$ cat src/sv/wrms_pkg.sv
// wrms_pkg: shared constants, config struct, register codes and back-end state type
// for the weighted rms window filter; no dependencies
package wrms_pkg;

  localparam int unsigned MAX_HALF    = 2;
  localparam int unsigned QUEUE_DEPTH = 4;

  localparam int unsigned SAMPLE_W  = 16;
  localparam int unsigned WEIGHT_W  = 16;
  localparam int unsigned VALUE_W   = 15;
  localparam int unsigned DEV_W     = 16;
  localparam int unsigned HALF_W    = 2;
  // squared sample is at most 2^30
  localparam int unsigned SQ_W      = 31;
  localparam int unsigned PROD_W    = SQ_W + WEIGHT_W;
  // at most five taps carry a nonzero weight
  localparam int unsigned ACC_W     = PROD_W + 2;
  localparam int unsigned ACC_SHIFT = 16;
  // even width so the root bit starts on an even power
  localparam int unsigned ROOT_W    = ACC_W - ACC_SHIFT + 1;

  localparam logic [HALF_W-1:0]   HALF_WIDTH_RST    = 2'd1;
  localparam logic [WEIGHT_W-1:0] WEIGHT_CENTER_RST = 16'd21845;
  localparam logic [WEIGHT_W-1:0] WEIGHT_NEAR_RST   = 16'd21845;
  localparam logic [WEIGHT_W-1:0] WEIGHT_FAR_RST    = 16'd0;

  typedef enum logic [1:0] {
    REG_HALF_WIDTH,
    REG_WEIGHT_CENTER,
    REG_WEIGHT_NEAR,
    REG_WEIGHT_FAR
  } cfg_reg_e;

  typedef struct packed {
    logic [HALF_W-1:0]   half_width;
    logic [WEIGHT_W-1:0] weight_center;
    logic [WEIGHT_W-1:0] weight_near;
    logic [WEIGHT_W-1:0] weight_far;
  } cfg_t;

  typedef enum logic [1:0] {
    BS_IDLE,
    BS_TAPS,
    BS_ROOT,
    BS_OUT
  } back_state_e;

  // bits of the effective half width and of a window age
  function automatic int unsigned half_bits(int unsigned max_half);
    return $clog2(max_half + 1);
  endfunction

  // job word: last flag, half width, centre age, window samples
  function automatic int unsigned job_w(int unsigned max_half);
    return 1 + 2 * half_bits(max_half) + (2 * max_half + 1) * SAMPLE_W;
  endfunction

endpackage

$ cat src/sv/wrms_fifo.sv
// wrms_fifo: small register queue of window jobs between front and back
// depends on nothing but its parameters
module wrms_fifo #(
  parameter int unsigned Width = 8,
  parameter int unsigned Depth = 4
) (
  input  logic             clk_i,
  input  logic             rst_ni,
  input  logic             push_i,
  input  logic [Width-1:0] data_i,
  output logic             full_o,
  input  logic             pop_i,
  output logic             empty_o,
  output logic [Width-1:0] data_o
);

  localparam int unsigned PtrW = (Depth > 1) ? $clog2(Depth) : 1;
  localparam int unsigned CntW = $clog2(Depth + 1);

  logic [Width-1:0] mem_q [Depth];
  logic [PtrW-1:0]  wr_ptr_q, rd_ptr_q;
  logic [CntW-1:0]  count_q;

  assign full_o  = (count_q == CntW'(Depth));
  assign empty_o = (count_q == '0);
  assign data_o  = mem_q[rd_ptr_q];

  always_ff @(posedge clk_i) begin
    if (push_i) begin
      mem_q[wr_ptr_q] <= data_i;
    end
  end

  always_ff @(posedge clk_i or negedge rst_ni) begin
    if (!rst_ni) begin
      wr_ptr_q <= '0;
      rd_ptr_q <= '0;
      count_q  <= '0;
    end else begin
      if (push_i) begin
        wr_ptr_q <= (wr_ptr_q == PtrW'(Depth - 1)) ? '0 : wr_ptr_q + PtrW'(1);
      end
      if (pop_i) begin
        rd_ptr_q <= (rd_ptr_q == PtrW'(Depth - 1)) ? '0 : rd_ptr_q + PtrW'(1);
      end
      if (push_i && !pop_i) begin
        count_q <= count_q + CntW'(1);
      end else if (pop_i && !push_i) begin
        count_q <= count_q - CntW'(1);
      end
    end
  end

  a_push_fills : assert property (@(posedge clk_i) disable iff (!rst_ni)
    (push_i && !pop_i) |=> !empty_o)
    else $error("queue empty after a push without pop");

endmodule

$ cat src/sv/wrms_front.sv
// wrms_front: takes sample beats, keeps the sample window and frame count,
// and turns each beat into zero to MaxHalf+1 window jobs; uses wrms_pkg
module wrms_front #(
  parameter int unsigned MaxHalf = wrms_pkg::MAX_HALF
) (
  input  logic                                     clk_i,
  input  logic                                     rst_ni,
  input  logic [wrms_pkg::HALF_W-1:0]              half_width_i,
  input  logic                                     in_valid_i,
  output logic                                     in_stall_o,
  input  logic signed [wrms_pkg::SAMPLE_W-1:0]     sample_i,
  input  logic                                     frame_end_i,
  output logic                                     push_o,
  input  logic                                     full_i,
  output logic [wrms_pkg::job_w(MaxHalf)-1:0]      job_o
);
  import wrms_pkg::*;

  localparam int unsigned WinLen = 2 * MaxHalf + 1;
  localparam int unsigned HW     = half_bits(MaxHalf);
  localparam int unsigned CW     = $clog2(MaxHalf + 2);
  localparam int unsigned PW     = 3;
  localparam int unsigned CmpW   = (PW > CW) ? PW : CW;
  localparam int unsigned JobW   = job_w(MaxHalf);

  logic [SAMPLE_W-1:0] win_q [WinLen];
  logic [SAMPLE_W-1:0] win_d [WinLen];
  logic [PW-1:0]       pending_q, pending_d, pend_new;
  logic [CW-1:0]       left_q, left_d, cnt;
  logic [HW-1:0]       age_q, age_d, h_q, h_d, h_eff;
  logic                end_q, end_d;
  logic                accept;
  logic [CmpW-1:0]     pend_ext, hp1;

  assign in_stall_o = (left_q != '0);
  assign accept     = in_valid_i && !in_stall_o;
  assign push_o     = (left_q != '0) && !full_i;

  // zero acts as one, anything above the maximum as the maximum
  always_comb begin
    if (half_width_i == '0) begin
      h_eff = HW'(1);
    end else if (32'(half_width_i) > MaxHalf) begin
      h_eff = HW'(MaxHalf);
    end else begin
      h_eff = HW'(half_width_i);
    end
  end

  assign pend_new = (pending_q == '1) ? pending_q : pending_q + PW'(1);
  assign pend_ext = CmpW'(pend_new);
  assign hp1      = CmpW'(h_eff) + CmpW'(1);
  assign cnt      = (pend_ext < hp1) ? CW'(pend_ext) : CW'(hp1);

  always_comb begin
    win_d     = win_q;
    pending_d = pending_q;
    left_d    = left_q;
    age_d     = age_q;
    h_d       = h_q;
    end_d     = end_q;
    if (accept) begin
      for (int k = WinLen - 1; k > 0; k--) begin
        win_d[k] = win_q[k-1];
      end
      win_d[0]  = sample_i;
      pending_d = pend_new;
      h_d       = h_eff;
      end_d     = frame_end_i;
      if (frame_end_i) begin
        // flush every output still owed, oldest centre first
        left_d = cnt;
        age_d  = HW'(cnt - CW'(1));
      end else begin
        left_d = (pend_ext > CmpW'(h_eff)) ? CW'(1) : '0;
        age_d  = h_eff;
      end
    end else if (push_o) begin
      left_d = left_q - CW'(1);
      age_d  = age_q - HW'(1);
      if (left_q == CW'(1) && end_q) begin
        for (int k = 0; k < WinLen; k++) begin
          win_d[k] = '0;
        end
        pending_d = '0;
      end
    end
  end

  always_ff @(posedge clk_i or negedge rst_ni) begin
    if (!rst_ni) begin
      for (int k = 0; k < WinLen; k++) begin
        win_q[k] <= '0;
      end
      pending_q <= '0;
      left_q    <= '0;
      age_q     <= '0;
      h_q       <= '0;
      end_q     <= 1'b0;
    end else begin
      win_q     <= win_d;
      pending_q <= pending_d;
      left_q    <= left_d;
      age_q     <= age_d;
      h_q       <= h_d;
      end_q     <= end_d;
    end
  end

  always_comb begin
    job_o = '0;
    for (int k = 0; k < WinLen; k++) begin
      job_o[k*SAMPLE_W +: SAMPLE_W] = win_q[k];
    end
    job_o[WinLen*SAMPLE_W +: HW]      = age_q;
    job_o[WinLen*SAMPLE_W + HW +: HW] = h_q;
    job_o[JobW-1]                     = end_q && (age_q == '0);
  end

  a_end_makes_job : assert property (@(posedge clk_i) disable iff (!rst_ni)
    (accept && frame_end_i) |=> (left_q != '0))
    else $error("frame end beat produced no job");

  a_last_clears : assert property (@(posedge clk_i) disable iff (!rst_ni)
    (push_o && job_o[JobW-1]) |=> (pending_q == '0))
    else $error("frame count not cleared after last job");

endmodule

$ cat src/sv/wrms_back.sv
// wrms_back: per job, a serial weighted sum of squares, a bit-serial square
// root, frame step and deviation tracking and the output register; uses wrms_pkg
module wrms_back #(
  parameter int unsigned MaxHalf = wrms_pkg::MAX_HALF
) (
  input  logic                                clk_i,
  input  logic                                rst_ni,
  input  wrms_pkg::cfg_t                      cfg_i,
  input  logic                                job_valid_i,
  input  logic [wrms_pkg::job_w(MaxHalf)-1:0] job_i,
  output logic                                pop_o,
  output logic                                out_valid_o,
  input  logic                                out_stall_i,
  output logic [wrms_pkg::VALUE_W-1:0]        filtered_value_o,
  output logic                                last_of_frame_o,
  output logic [wrms_pkg::VALUE_W-1:0]        step_max_o,
  output logic [wrms_pkg::DEV_W-1:0]          deviation_max_o
);
  import wrms_pkg::*;

  localparam int unsigned WinLen = 2 * MaxHalf + 1;
  localparam int unsigned HW     = half_bits(MaxHalf);
  localparam int unsigned KW     = $clog2(2 * MaxHalf + 2);
  localparam int unsigned AW     = $clog2(3 * MaxHalf + 2);
  localparam int unsigned IW     = $clog2(WinLen);
  localparam int unsigned JobW   = job_w(MaxHalf);
  localparam int unsigned DiffW  = VALUE_W + 3;

  back_state_e state_q, state_d;

  logic [JobW-1:0]            job_q;
  logic signed [SAMPLE_W-1:0] win_j [WinLen];
  logic [HW-1:0]              age_j, h_j;
  logic                       last_j;

  logic [KW-1:0]              k_q, two_h, tap_dist;
  logic                       issue, taps_done, load;
  logic [AW-1:0]              a_sum, idx;
  logic                       in_win;
  logic signed [SAMPLE_W-1:0] tap_s;
  logic signed [2*SAMPLE_W-1:0] sq_full;
  logic [WEIGHT_W-1:0]        tap_w;

  logic [SQ_W-1:0]            sq_q;
  logic [WEIGHT_W-1:0]        w_q;
  logic                       v1_q, v2_q;
  logic [PROD_W-1:0]          prod_q;
  logic [ACC_W-1:0]           acc_q;

  logic [ROOT_W-1:0]          rv_q, res_q, bit_q, trial;

  logic [VALUE_W-1:0]         val, step, new_step;
  logic [IW-1:0]              age_idx;
  logic signed [SAMPLE_W-1:0] centre;
  logic signed [DiffW-1:0]    diff, diff_abs;
  logic [DEV_W-1:0]           dev, new_dev;

  logic [VALUE_W-1:0]         prev_q, largest_step_q;
  logic                       have_prev_q;
  logic [DEV_W-1:0]           largest_dev_q;
  logic                       out_valid_q;

  // job unpack
  always_comb begin
    for (int k = 0; k < WinLen; k++) begin
      win_j[k] = signed'(job_q[k*SAMPLE_W +: SAMPLE_W]);
    end
  end
  assign age_j  = job_q[WinLen*SAMPLE_W +: HW];
  assign h_j    = job_q[WinLen*SAMPLE_W + HW +: HW];
  assign last_j = job_q[JobW-1];

  // tap select: tap k sits at distance k - h from the centre
  assign two_h    = KW'(h_j) << 1;
  assign issue    = (state_q == BS_TAPS) && (k_q <= two_h);
  assign a_sum    = AW'(age_j) + AW'(k_q);
  assign idx      = a_sum - AW'(h_j);
  assign in_win   = (a_sum >= AW'(h_j)) && (idx < AW'(WinLen));
  assign tap_s    = in_win ? win_j[idx[IW-1:0]] : '0;
  assign tap_dist = (k_q >= KW'(h_j)) ? k_q - KW'(h_j) : KW'(h_j) - k_q;
  assign sq_full  = tap_s * tap_s;

  always_comb begin
    if (tap_dist == KW'(0)) begin
      tap_w = cfg_i.weight_center;
    end else if (tap_dist == KW'(1)) begin
      tap_w = cfg_i.weight_near;
    end else if (tap_dist == KW'(2)) begin
      tap_w = cfg_i.weight_far;
    end else begin
      tap_w = '0;
    end
  end

  assign trial = res_q + bit_q;

  // finish: saturate, then step against the previous output and deviation against the centre sample
  assign val      = (|res_q[ROOT_W-1:VALUE_W]) ? '1 : res_q[VALUE_W-1:0];
  assign age_idx  = IW'(age_j);
  assign centre   = win_j[age_idx];
  assign diff     = signed'({3'b000, val}) - DiffW'(centre);
  assign diff_abs = diff[DiffW-1] ? -diff : diff;
  assign dev      = diff_abs[DEV_W-1:0];
  assign step     = (val > prev_q) ? val - prev_q : prev_q - val;
  assign new_step = (have_prev_q && step > largest_step_q) ? step : largest_step_q;
  assign new_dev  = (dev > largest_dev_q) ? dev : largest_dev_q;

  assign load  = (state_q == BS_OUT) && (!out_valid_q || !out_stall_i);
  assign pop_o = (state_q == BS_IDLE) && job_valid_i;

  always_ff @(posedge clk_i or negedge rst_ni) begin
    if (!rst_ni) begin
      state_q <= BS_IDLE;
    end else begin
      state_q <= state_d;
    end
  end

  always_comb begin
    state_d   = state_q;
    taps_done = 1'b0;
    case (state_q)
      BS_IDLE: begin
        if (job_valid_i) begin
          state_d = BS_TAPS;
        end
      end
      BS_TAPS: begin
        if (!issue && !v1_q && !v2_q) begin
          taps_done = 1'b1;
          state_d   = BS_ROOT;
        end
      end
      BS_ROOT: begin
        if (bit_q == ROOT_W'(1)) begin
          state_d = BS_OUT;
        end
      end
      BS_OUT: begin
        if (load) begin
          state_d = BS_IDLE;
        end
      end
      default: begin
        state_d = BS_IDLE;
      end
    endcase
  end

  // datapath payload
  always_ff @(posedge clk_i) begin
    if (pop_o) begin
      job_q <= job_i;
      acc_q <= '0;
    end else if (v2_q) begin
      acc_q <= acc_q + ACC_W'(prod_q);
    end
    sq_q   <= SQ_W'(sq_full);
    w_q    <= tap_w;
    prod_q <= PROD_W'(sq_q) * PROD_W'(w_q);
    if (taps_done) begin
      rv_q  <= ROOT_W'(acc_q >> ACC_SHIFT);
      res_q <= '0;
      bit_q <= ROOT_W'(1) << (ROOT_W - 2);
    end else if (state_q == BS_ROOT) begin
      if (rv_q >= trial) begin
        rv_q  <= rv_q - trial;
        res_q <= (res_q >> 1) + bit_q;
      end else begin
        res_q <= res_q >> 1;
      end
      bit_q <= bit_q >> 2;
    end
    if (load) begin
      filtered_value_o <= val;
      last_of_frame_o  <= last_j;
      step_max_o       <= last_j ? new_step : '0;
      deviation_max_o  <= last_j ? new_dev : '0;
    end
  end

  // control and frame tracking
  always_ff @(posedge clk_i or negedge rst_ni) begin
    if (!rst_ni) begin
      k_q            <= '0;
      v1_q           <= 1'b0;
      v2_q           <= 1'b0;
      out_valid_q    <= 1'b0;
      prev_q         <= '0;
      have_prev_q    <= 1'b0;
      largest_step_q <= '0;
      largest_dev_q  <= '0;
    end else begin
      if (pop_o) begin
        k_q <= '0;
      end else if (issue) begin
        k_q <= k_q + KW'(1);
      end
      v1_q <= issue;
      v2_q <= v1_q;
      if (load) begin
        out_valid_q <= 1'b1;
        if (last_j) begin
          prev_q         <= '0;
          have_prev_q    <= 1'b0;
          largest_step_q <= '0;
          largest_dev_q  <= '0;
        end else begin
          prev_q         <= val;
          have_prev_q    <= 1'b1;
          largest_step_q <= new_step;
          largest_dev_q  <= new_dev;
        end
      end else if (!out_stall_i) begin
        out_valid_q <= 1'b0;
      end
    end
  end

  assign out_valid_o = out_valid_q;

  a_root_after_drain : assert property (@(posedge clk_i) disable iff (!rst_ni)
    (state_q == BS_ROOT) |-> (!v1_q && !v2_q))
    else $error("root started with products still in flight");

  a_stats_only_last : assert property (@(posedge clk_i) disable iff (!rst_ni)
    (out_valid_o && !last_of_frame_o) |-> (step_max_o == '0 && deviation_max_o == '0))
    else $error("frame statistics on a beat that is not last");

  a_frame_reset : assert property (@(posedge clk_i) disable iff (!rst_ni)
    (load && last_j) |=> (!have_prev_q && largest_step_q == '0 && largest_dev_q == '0))
    else $error("frame tracking not cleared after last output");

endmodule

$ cat src/sv/weighted_rms_window_filter.sv
// weighted_rms_window_filter: top level; config registers, front, job queue, back
// back end: one job at a time, a serial tap multiply-accumulate (2*h+1 taps
//   plus drain) and then a 17-step bit-serial root (h = half width)
// reset: config registers take their defaults, window and frame tracking clear at
//   once; no clearing pass. uses wrms_pkg, wrms_front, wrms_fifo, wrms_back
module weighted_rms_window_filter #(
  parameter int unsigned MaxHalf    = wrms_pkg::MAX_HALF,
  parameter int unsigned QueueDepth = wrms_pkg::QUEUE_DEPTH
) (
  input  logic                                clk_i,
  input  logic                                rst_ni,
  // configuration writes
  input  logic                                cfg_we_i,
  input  logic [1:0]                          cfg_index_i,
  input  logic [wrms_pkg::WEIGHT_W-1:0]       cfg_data_i,
  // sample beats
  input  logic                                in_valid_i,
  output logic                                in_stall_o,
  input  logic signed [wrms_pkg::SAMPLE_W-1:0] sample_i,
  input  logic                                frame_end_i,
  // result beats
  output logic                                out_valid_o,
  input  logic                                out_stall_i,
  output logic [wrms_pkg::VALUE_W-1:0]        filtered_value_o,
  output logic                                last_of_frame_o,
  output logic [wrms_pkg::VALUE_W-1:0]        step_max_o,
  output logic [wrms_pkg::DEV_W-1:0]          deviation_max_o
);
  import wrms_pkg::*;

  localparam int unsigned JobW = job_w(MaxHalf);

  cfg_t cfg_q;

  logic            push, full, pop, empty;
  logic [JobW-1:0] job_in, job_out;

  // register file; each index maps to one field of the config struct
  always_ff @(posedge clk_i or negedge rst_ni) begin
    if (!rst_ni) begin
      cfg_q.half_width    <= HALF_WIDTH_RST;
      cfg_q.weight_center <= WEIGHT_CENTER_RST;
      cfg_q.weight_near   <= WEIGHT_NEAR_RST;
      cfg_q.weight_far    <= WEIGHT_FAR_RST;
    end else if (cfg_we_i) begin
      case (cfg_reg_e'(cfg_index_i))
        REG_HALF_WIDTH:    cfg_q.half_width    <= cfg_data_i[HALF_W-1:0];
        REG_WEIGHT_CENTER: cfg_q.weight_center <= cfg_data_i;
        REG_WEIGHT_NEAR:   cfg_q.weight_near   <= cfg_data_i;
        REG_WEIGHT_FAR:    cfg_q.weight_far    <= cfg_data_i;
        default: begin
        end
      endcase
    end
  end

  // front: window shift, frame count, job generation (up to MaxHalf+1 jobs on frame end)
  wrms_front #(
    .MaxHalf (MaxHalf)
  ) u_front (
    .clk_i        (clk_i),
    .rst_ni       (rst_ni),
    .half_width_i (cfg_q.half_width),
    .in_valid_i   (in_valid_i),
    .in_stall_o   (in_stall_o),
    .sample_i     (sample_i),
    .frame_end_i  (frame_end_i),
    .push_o       (push),
    .full_i       (full),
    .job_o        (job_in)
  );

  // job queue lets the front keep taking samples while the back is busy
  wrms_fifo #(
    .Width (JobW),
    .Depth (QueueDepth)
  ) u_fifo (
    .clk_i   (clk_i),
    .rst_ni  (rst_ni),
    .push_i  (push),
    .data_i  (job_in),
    .full_o  (full),
    .pop_i   (pop),
    .empty_o (empty),
    .data_o  (job_out)
  );

  // back: weighted sum of squares, root, frame statistics, output register
  wrms_back #(
    .MaxHalf (MaxHalf)
  ) u_back (
    .clk_i            (clk_i),
    .rst_ni           (rst_ni),
    .cfg_i            (cfg_q),
    .job_valid_i      (!empty),
    .job_i            (job_out),
    .pop_o            (pop),
    .out_valid_o      (out_valid_o),
    .out_stall_i      (out_stall_i),
    .filtered_value_o (filtered_value_o),
    .last_of_frame_o  (last_of_frame_o),
    .step_max_o       (step_max_o),
    .deviation_max_o  (deviation_max_o)
  );

endmodule

$ cat config.mk
export PLATFORM = sky130hd
export DESIGN_NAME = weighted_rms_window_filter
export DESIGN_NICKNAME = d
export VERILOG_FILES = /design/src/sv/wrms_pkg.sv /design/src/sv/wrms_fifo.sv /design/src/sv/wrms_front.sv /design/src/sv/wrms_back.sv /design/src/sv/weighted_rms_window_filter.sv
export SDC_FILE = /design/constraint.sdc
export NUM_CORES = 2
export LEC_CHECK = 0
export BUFFER_PORTS_ARGS = -buffer_cell sky130_fd_sc_hd__buf_2
export CORE_UTILIZATION = 41
export CTS_CLUSTER_SIZE = 30
export DETAILED_ROUTE_END_ITERATION = 16
export GPL_TIMING_DRIVEN = 0
export PLACE_DENSITY = 0.55
export SLEW_MARGIN = 25
export SYNTH_ARGS = -nofsm -noshare
export SYNTH_HDL_FRONTEND = slang
export SYNTH_SLANG_ARGS = --single-unit
$ cat constraint.sdc
create_clock -name clk_i -period 9.5 [get_ports clk_i]
set_input_delay 0.95 -clock clk_i [delete_from_list [all_inputs] [get_ports clk_i]]
set_output_delay 0.95 -clock clk_i [all_outputs]
set_load 0.05 [all_outputs]
**Yosys cells after proc, flatten, opt, wreduce, memory -nomap -nowiden**

Memories as Yosys holds them, arrays and structs flattened. A register that Yosys moved wholly into a read port is not among the register bits.
Cells that the tools add are included.

- Register bits after elaboration: 477
- Input port bits: 40
- Memories kept: 1
- Memory bits (writable): 340
- Word-level logic and storage cells: 201
- Output and inout bits: 49

- Mux-type cells: 58
- Multipliers: 2
- Equality and inequality tests: 19
- Bitwise logic cells: 2
- Order comparisons: 13
- Reductions and logical operators: 46
- Add/subtract/negate cells: 22

Memory list:

| memory | depth | bits a word | rd ports | clocked after memory_dff | wr ports | RTL line | source |
|---|---|---|---|---|---|---|---|
| u_fifo.mem_q | 4 | 85 | 1 | 1 | 1 | wrms_fifo.sv:20 | `logic [Width-1:0] mem_q [Depth];` |

Operator list:

| cell | number |
|---|---|
| $mux 80 | 3 |
| $mux 16 | 11 |
| $mux 33 | 3 |
| $bmux 16 s3 | 2 |
| $mux 15 | 5 |
| $add 49x47->49 | 1 |
| $mul 31x16->47 | 1 |
| $add 33x33->34 | 1 |
| $add 34x33->34 | 1 |
| $ge 34x34->1 | 1 |
| $mux 34 | 1 |
| $sub 34x34->34 | 1 |
| $mul 16x16->31 | 1 |
| $gt 15x15->1 | 2 |
| $mux 2 | 15 |
| $sub 15x15->15 | 2 |
| $mux 3 | 9 |
| $reduce_or 19->1 | 1 |
| $eq 17x1->1 const B | 1 |
| $sub 16x16->17 | 1 |
| $gt 16x16->1 | 1 |
| $neg 16->16 | 1 |
| $reduce_and 2->1 | 7 |
| $reduce_bool 2->1 | 7 |
| 32 further kinds | 83 |

**Depth between registers and ports, before layout**

- Word-level depth: 10
- Depth in mapped cells: 40
- Depth with buffers taken out: 35

**Modules after synthesis**

From an unflattened synthesis, not the netlist that was laid out.

- Cells, all modules: 6061
- Area, all modules: 66414.9 µm²

Modules (own cells, without submodules):

| module | seq. area each (µm²) | cells an instance | times used | area an instance (µm²) |
|---|---|---|---|---|
| wrms_back | 10214.8 | 5206 | 1 | 48104.9 |
| wrms_fifo | 10385.0 | 482 | 1 | 12703.4 |
| wrms_front | 2252.2 | 265 | 1 | 3631.0 |
| weighted_rms_window_filter | 1272.5 | 108 | 1 | 1975.6 |

**Worst setup path before layout**

No wires, ideal clock.

- Path type: reg-to-reg
- Start: register u_back.job_q[81], read port of u_fifo.mem_q
- End: register u_back.sq_q[30]
- Cell stages (with the launch flop): 35
- Slack: 814 ps
- Data arrival time: 8613 ps
- Library setup time: 72 ps
- Path buffers: 5
- Data required time: 9428 ps
- Path through: edfxtp_1 -> clkbuf_1 -> buf_1 -> inv_1 -> fa_1 -> inv_1 -> fa_1 -> buf_1 -> nand2b_1 -> nor2_1 -> clkbuf_1 -> clkbuf_1 -> a22o_1 -> and2_1 -> nand2_1 -> fa_1 -> inv_1 -> fa_1 -> fa_1 -> fa_1 -> fa_1 -> inv_1 -> fa_1 -> inv_1 -> ha_1 -> a21o_1 -> a21o_1 -> a21oi_1 -> nand2b_1 -> o22ai_1 -> a31oi_1 -> nand4_1 -> nand4b_1 -> a21oi_1 -> xnor2_1

- Cells in the longest elaborated chain, start to end: 8
- Elaborated cells on any way between the ends: 11
- Classes of those cells: 2 x add/sub; 1 x mul; 2 x order compare; 4 x mux; 1 x bitwise; 1 x reduce/logical

RTL lines:

| element | RTL line | source |
|---|---|---|
| from (decl) | wrms_back.sv:31 | `logic [JobW-1:0] job_q;` |
| $add 2x3->3 * | wrms_back.sv:76 | `assign a_sum = AW'(age_j) + AW'(k_q);` |
| $sub 3x2->3 | wrms_back.sv:77 | `assign idx = a_sum - AW'(h_j);` |
| $not 3->4 (implied by the code) | wrms_back.sv:79 | `assign tap_s = in_win ? win_j[idx[IW-1:0]] : '0;` |
| $bmux 16 s3 | wrms_back.sv:79 |  |
| $mux 16 (implied by the code) (2 in a row) | wrms_back.sv:79 |  |
| $mux 16 * | wrms_back.sv:79 |  |
| $mul 16x16->31 * | wrms_back.sv:81 | `assign sq_full = tap_s * tap_s;` |
| net u_back.sq_full[30] | wrms_back.sv:41 | `logic signed [2*SAMPLE_W-1:0] sq_full;` |
| to (signal assigned) | wrms_back.sv:158 | `sq_q <= SQ_W'(sq_full);` |
| to (decl) | wrms_back.sv:44 | `logic [SQ_W-1:0] sq_q;` |

The timed path passes the listed nets; every way through them passes the cells marked *. The select of a mux whose other input is x is not followed.
A chain may end at the register's enable or synchronous reset.

**Worst setup path after layout**

Ends and elaborated chain as after synthesis.

==> impl_metrics.csv <==
group,metric,value,unit
critical_path,crit_arrival,9690,ps
cells_and_area,nFillCells,15055,
routing,drtAntennaViolNets,0,
timing,slew_viol_final,0,
cells_and_area,ff_latch_area,24100,um^2
clock_tree,clk_latency,750,ps
critical_path,required,10080,ps
global_route,first_global_vias,46525,
routing,dr.pass1.iters,5,
routing,vias,45473,
status,status,"completed",
cells_and_area,multi_input_area,37900,um^2
routing,wl_met1,80200,um
place,dp.cells,8319,
die,pin_count,89,
global_route,grt_pass1_wl,274000,um
synthesis,yosysTopAreaCell,"edfxtp_1",
die,design.die.area,163000,um^2
synthesis,async_flop_share,22.3,%
place,finalWeightedCongestion,0.888,
min_path,hp-class,"input port to async pin",
timing,fmax,110,MHz
synthesis,yosysTopAreaCellShare,22.9,%
cells_and_area,area_delta_synth_final,11.0,%
critical_path,max_stage_delay,520,ps
global_route,grt_antenna_before_repair,15,
synthesis,synth_edf_count,505,
synthesis,synth_common_cells,"inv_1 (859), nand2_1 (671), fa_1 (635)",
cells_and_area,final_layout_size_suffix_gt1_share,8.91,%
global_route,grt_max_degree,67,
timing,rsz0062_at_grt,"false",
place,place_area,69700,um^2
synthesis,ys_warn_count,0,
synthesis,synthDistinctLibCells,90,
synthesis,yosysSeqAreaShare,36.5,%
place,portBuffers,88,
die,core,159000,um^2
global_route,grt-ovfl-total,0,
routing,drt_iter0_drc,3056,
clock_tree,cts_buffer_depth,3,
clock_tree,cts.sinks,900,
timing,post-route-period-util,95.9,%
critical_path,end_kind,"flip-flop",
cells_and_area,stdcell_area,73300,um^2
routing,wl_per_cell,20.6,um
global_route,track_usage,21.8,%
clock_tree,clk_pin_slew_worst_paths,60,ps
critical_path,cp-start-kind,"flip-flop",
clock_tree,h-tree-depth,3,
run,maxCapViolCount,0,
place,preCtsSetupSlack,-2300,ps
synthesis,synth_top_flop_cell,"edfxtp_1",
die,die_x,404,um
synthesis,synth_area_leaders,"edfxtp_1 (23%), fa_1 (19%), ha_1 (8.1%), dfrtp_1 (7.0%), dfxtp_1 (5.9%)",
synthesis,synthesis.area,66100,um^2
timing,setup_slack,393,ps
critical_path,critical_path_class,"flip-flop to flip-flop",
die,row_count,146,
synthesis,synthCells,6064,
place,hpwl,137000,um
clock_tree,root_buffer,"clkbuf_16",
timing,finalHoldViolCount,0,
timing,worst_slew_pin_slew,1110,ps
synthesis,yosysMostFrequentCell,"inv_1",
timing,skew,74.6,ps
clock_tree,cts_tree,"built",
routing,finalWirelength,176000,um
critical_path,crit_path_max_fanout,10,
timing,slew_headroom,25.8,%
clock_tree,cts_inserted_buffers,99,
routing,wl_met3,8760,um
cells_and_area,nets,7371,
routing,top_layer_used,"met5",
synthesis,synth_seq_cells,900,
routing,avgViaCountPerCell,5.35,
cells_and_area,fin_cells,8503,
synthesis,avgSynthCellArea,10.9,um^2
routing,met2_wirelength,82500,um
routing,drc,0,
critical_path,critical_path.slowest_cell,"fa_1",
die,die_h,404,um
timing,post-route-min-period,9110,ps
timing,setup_violations,0,
die,initial_utilization,41.5,%
## layout make-up
class	instances	share of cell area, %
clock buffers	138	3.86
multi-input cells	4044	51.7
diodes	2	0.00682
flip-flops and latches	900	32.9
repair buffers	108	1.20
plain buffers	253	1.43
inverters	863	4.42
clock inverters	49	0.846
well taps	2146	3.66
## critical path: cells and delay by family, from the launching register on
family,cells,cell delay (ps)
AOI/OAI and AO/OA,8,1490
xor gates and xnor gates,1,350
adders and majority gates,9,4190
buffers and inverters,10,1260
DFF,1,480
and+or+nand+nor,6,1220
## stage by stage
step | hold slack, ps | util (%) | TNS, ps
floorplan | 355 | - | 0
global placement | 360 | 43.5 | -28720
detailed placement | 370 | 43.7 | -30330
CTS | 70.1 | 46.0 | 0
global route | 103 | 46.0 | 0
finish | 105 | 46.0 | 0
## kinds of logic (layout without fill, tap and decap cells)
group	after synthesis	count (layout)	share of synthesized area (%)
compound gates	1039	1039	10.4
flops	900	900	36.5
xor+xnor	240	240	3.18
mux	260	260	6.26
buf+inv	1124	1411	6.45
other cells	2	8	0.0114
fa+ha+maj	1062	1062	27.3
simple gates	1437	1437	9.90
## worst paths after layout
kind / cells past startpoint / to / slack [ps] / start
max in group asynchronous: 3 / u_back.largest_dev_q[14] / 8340 / rst_ni
min reg2reg: 0 / u_back.v2_q / 380 / u_back.v1_q
min in group clk_i: 0 / u_back.v2_q / 380 / u_back.v1_q
max: 34 / u_back.sq_q[30] / 390 / u_back.job_q[81]
min: 1 / cfg_q[11] / 100 / rst_ni
max reg2reg: 34 / u_back.sq_q[30] / 390 / u_back.job_q[81]
## what timing repair did
item / CTS / global route
gates resized for setup: 32 / 45
hold buffers: 0 / 0
buffers inserted: 1 / 2
pin swaps: 0 / 4
endpoints found under the setup margin: 22 / 11
## placed cells by master (no fill, tap or decap), types with 194 or more instances in the layout
cell type	Yosys	routed
a21oi_1	251	250
nor2_1	290	288
fa_1	635	633
ha_1	427	427
edfxtp_1	505	505
inv_1	859	859
o21ai_0	206	205
nand2_1	671	668
clkbuf_1	228	225
dfxtp_1	194	194
## metal layers
layer,up-vias,GRT usage (%)
li1,20952,-
met1,23234,30.9
met2,1053,35.3
met3,232,2.73
met4,2,5.66
met5,-,0
## sequential cells by signal (all words and copies together), names as in the netlist, 17 cells and up
| register | cells |
|---|---|
| u_back.res_q | 34 |
| u_fifo.mem_q | 340 |
| u_back.prod_q | 47 |
| cfg_q | 49 |
| u_back.job_q | 85 |
| u_back.rv_q | 34 |
| u_front.job_o | 80 |
| u_back.sq_q | 30 |
| u_back.bit_q | 17 |
| u_back.acc_q | 49 |
Power is left out: the tool's default activity adds up to more than one toggle a clock period on the data nets, which glitch-free logic cannot reach.
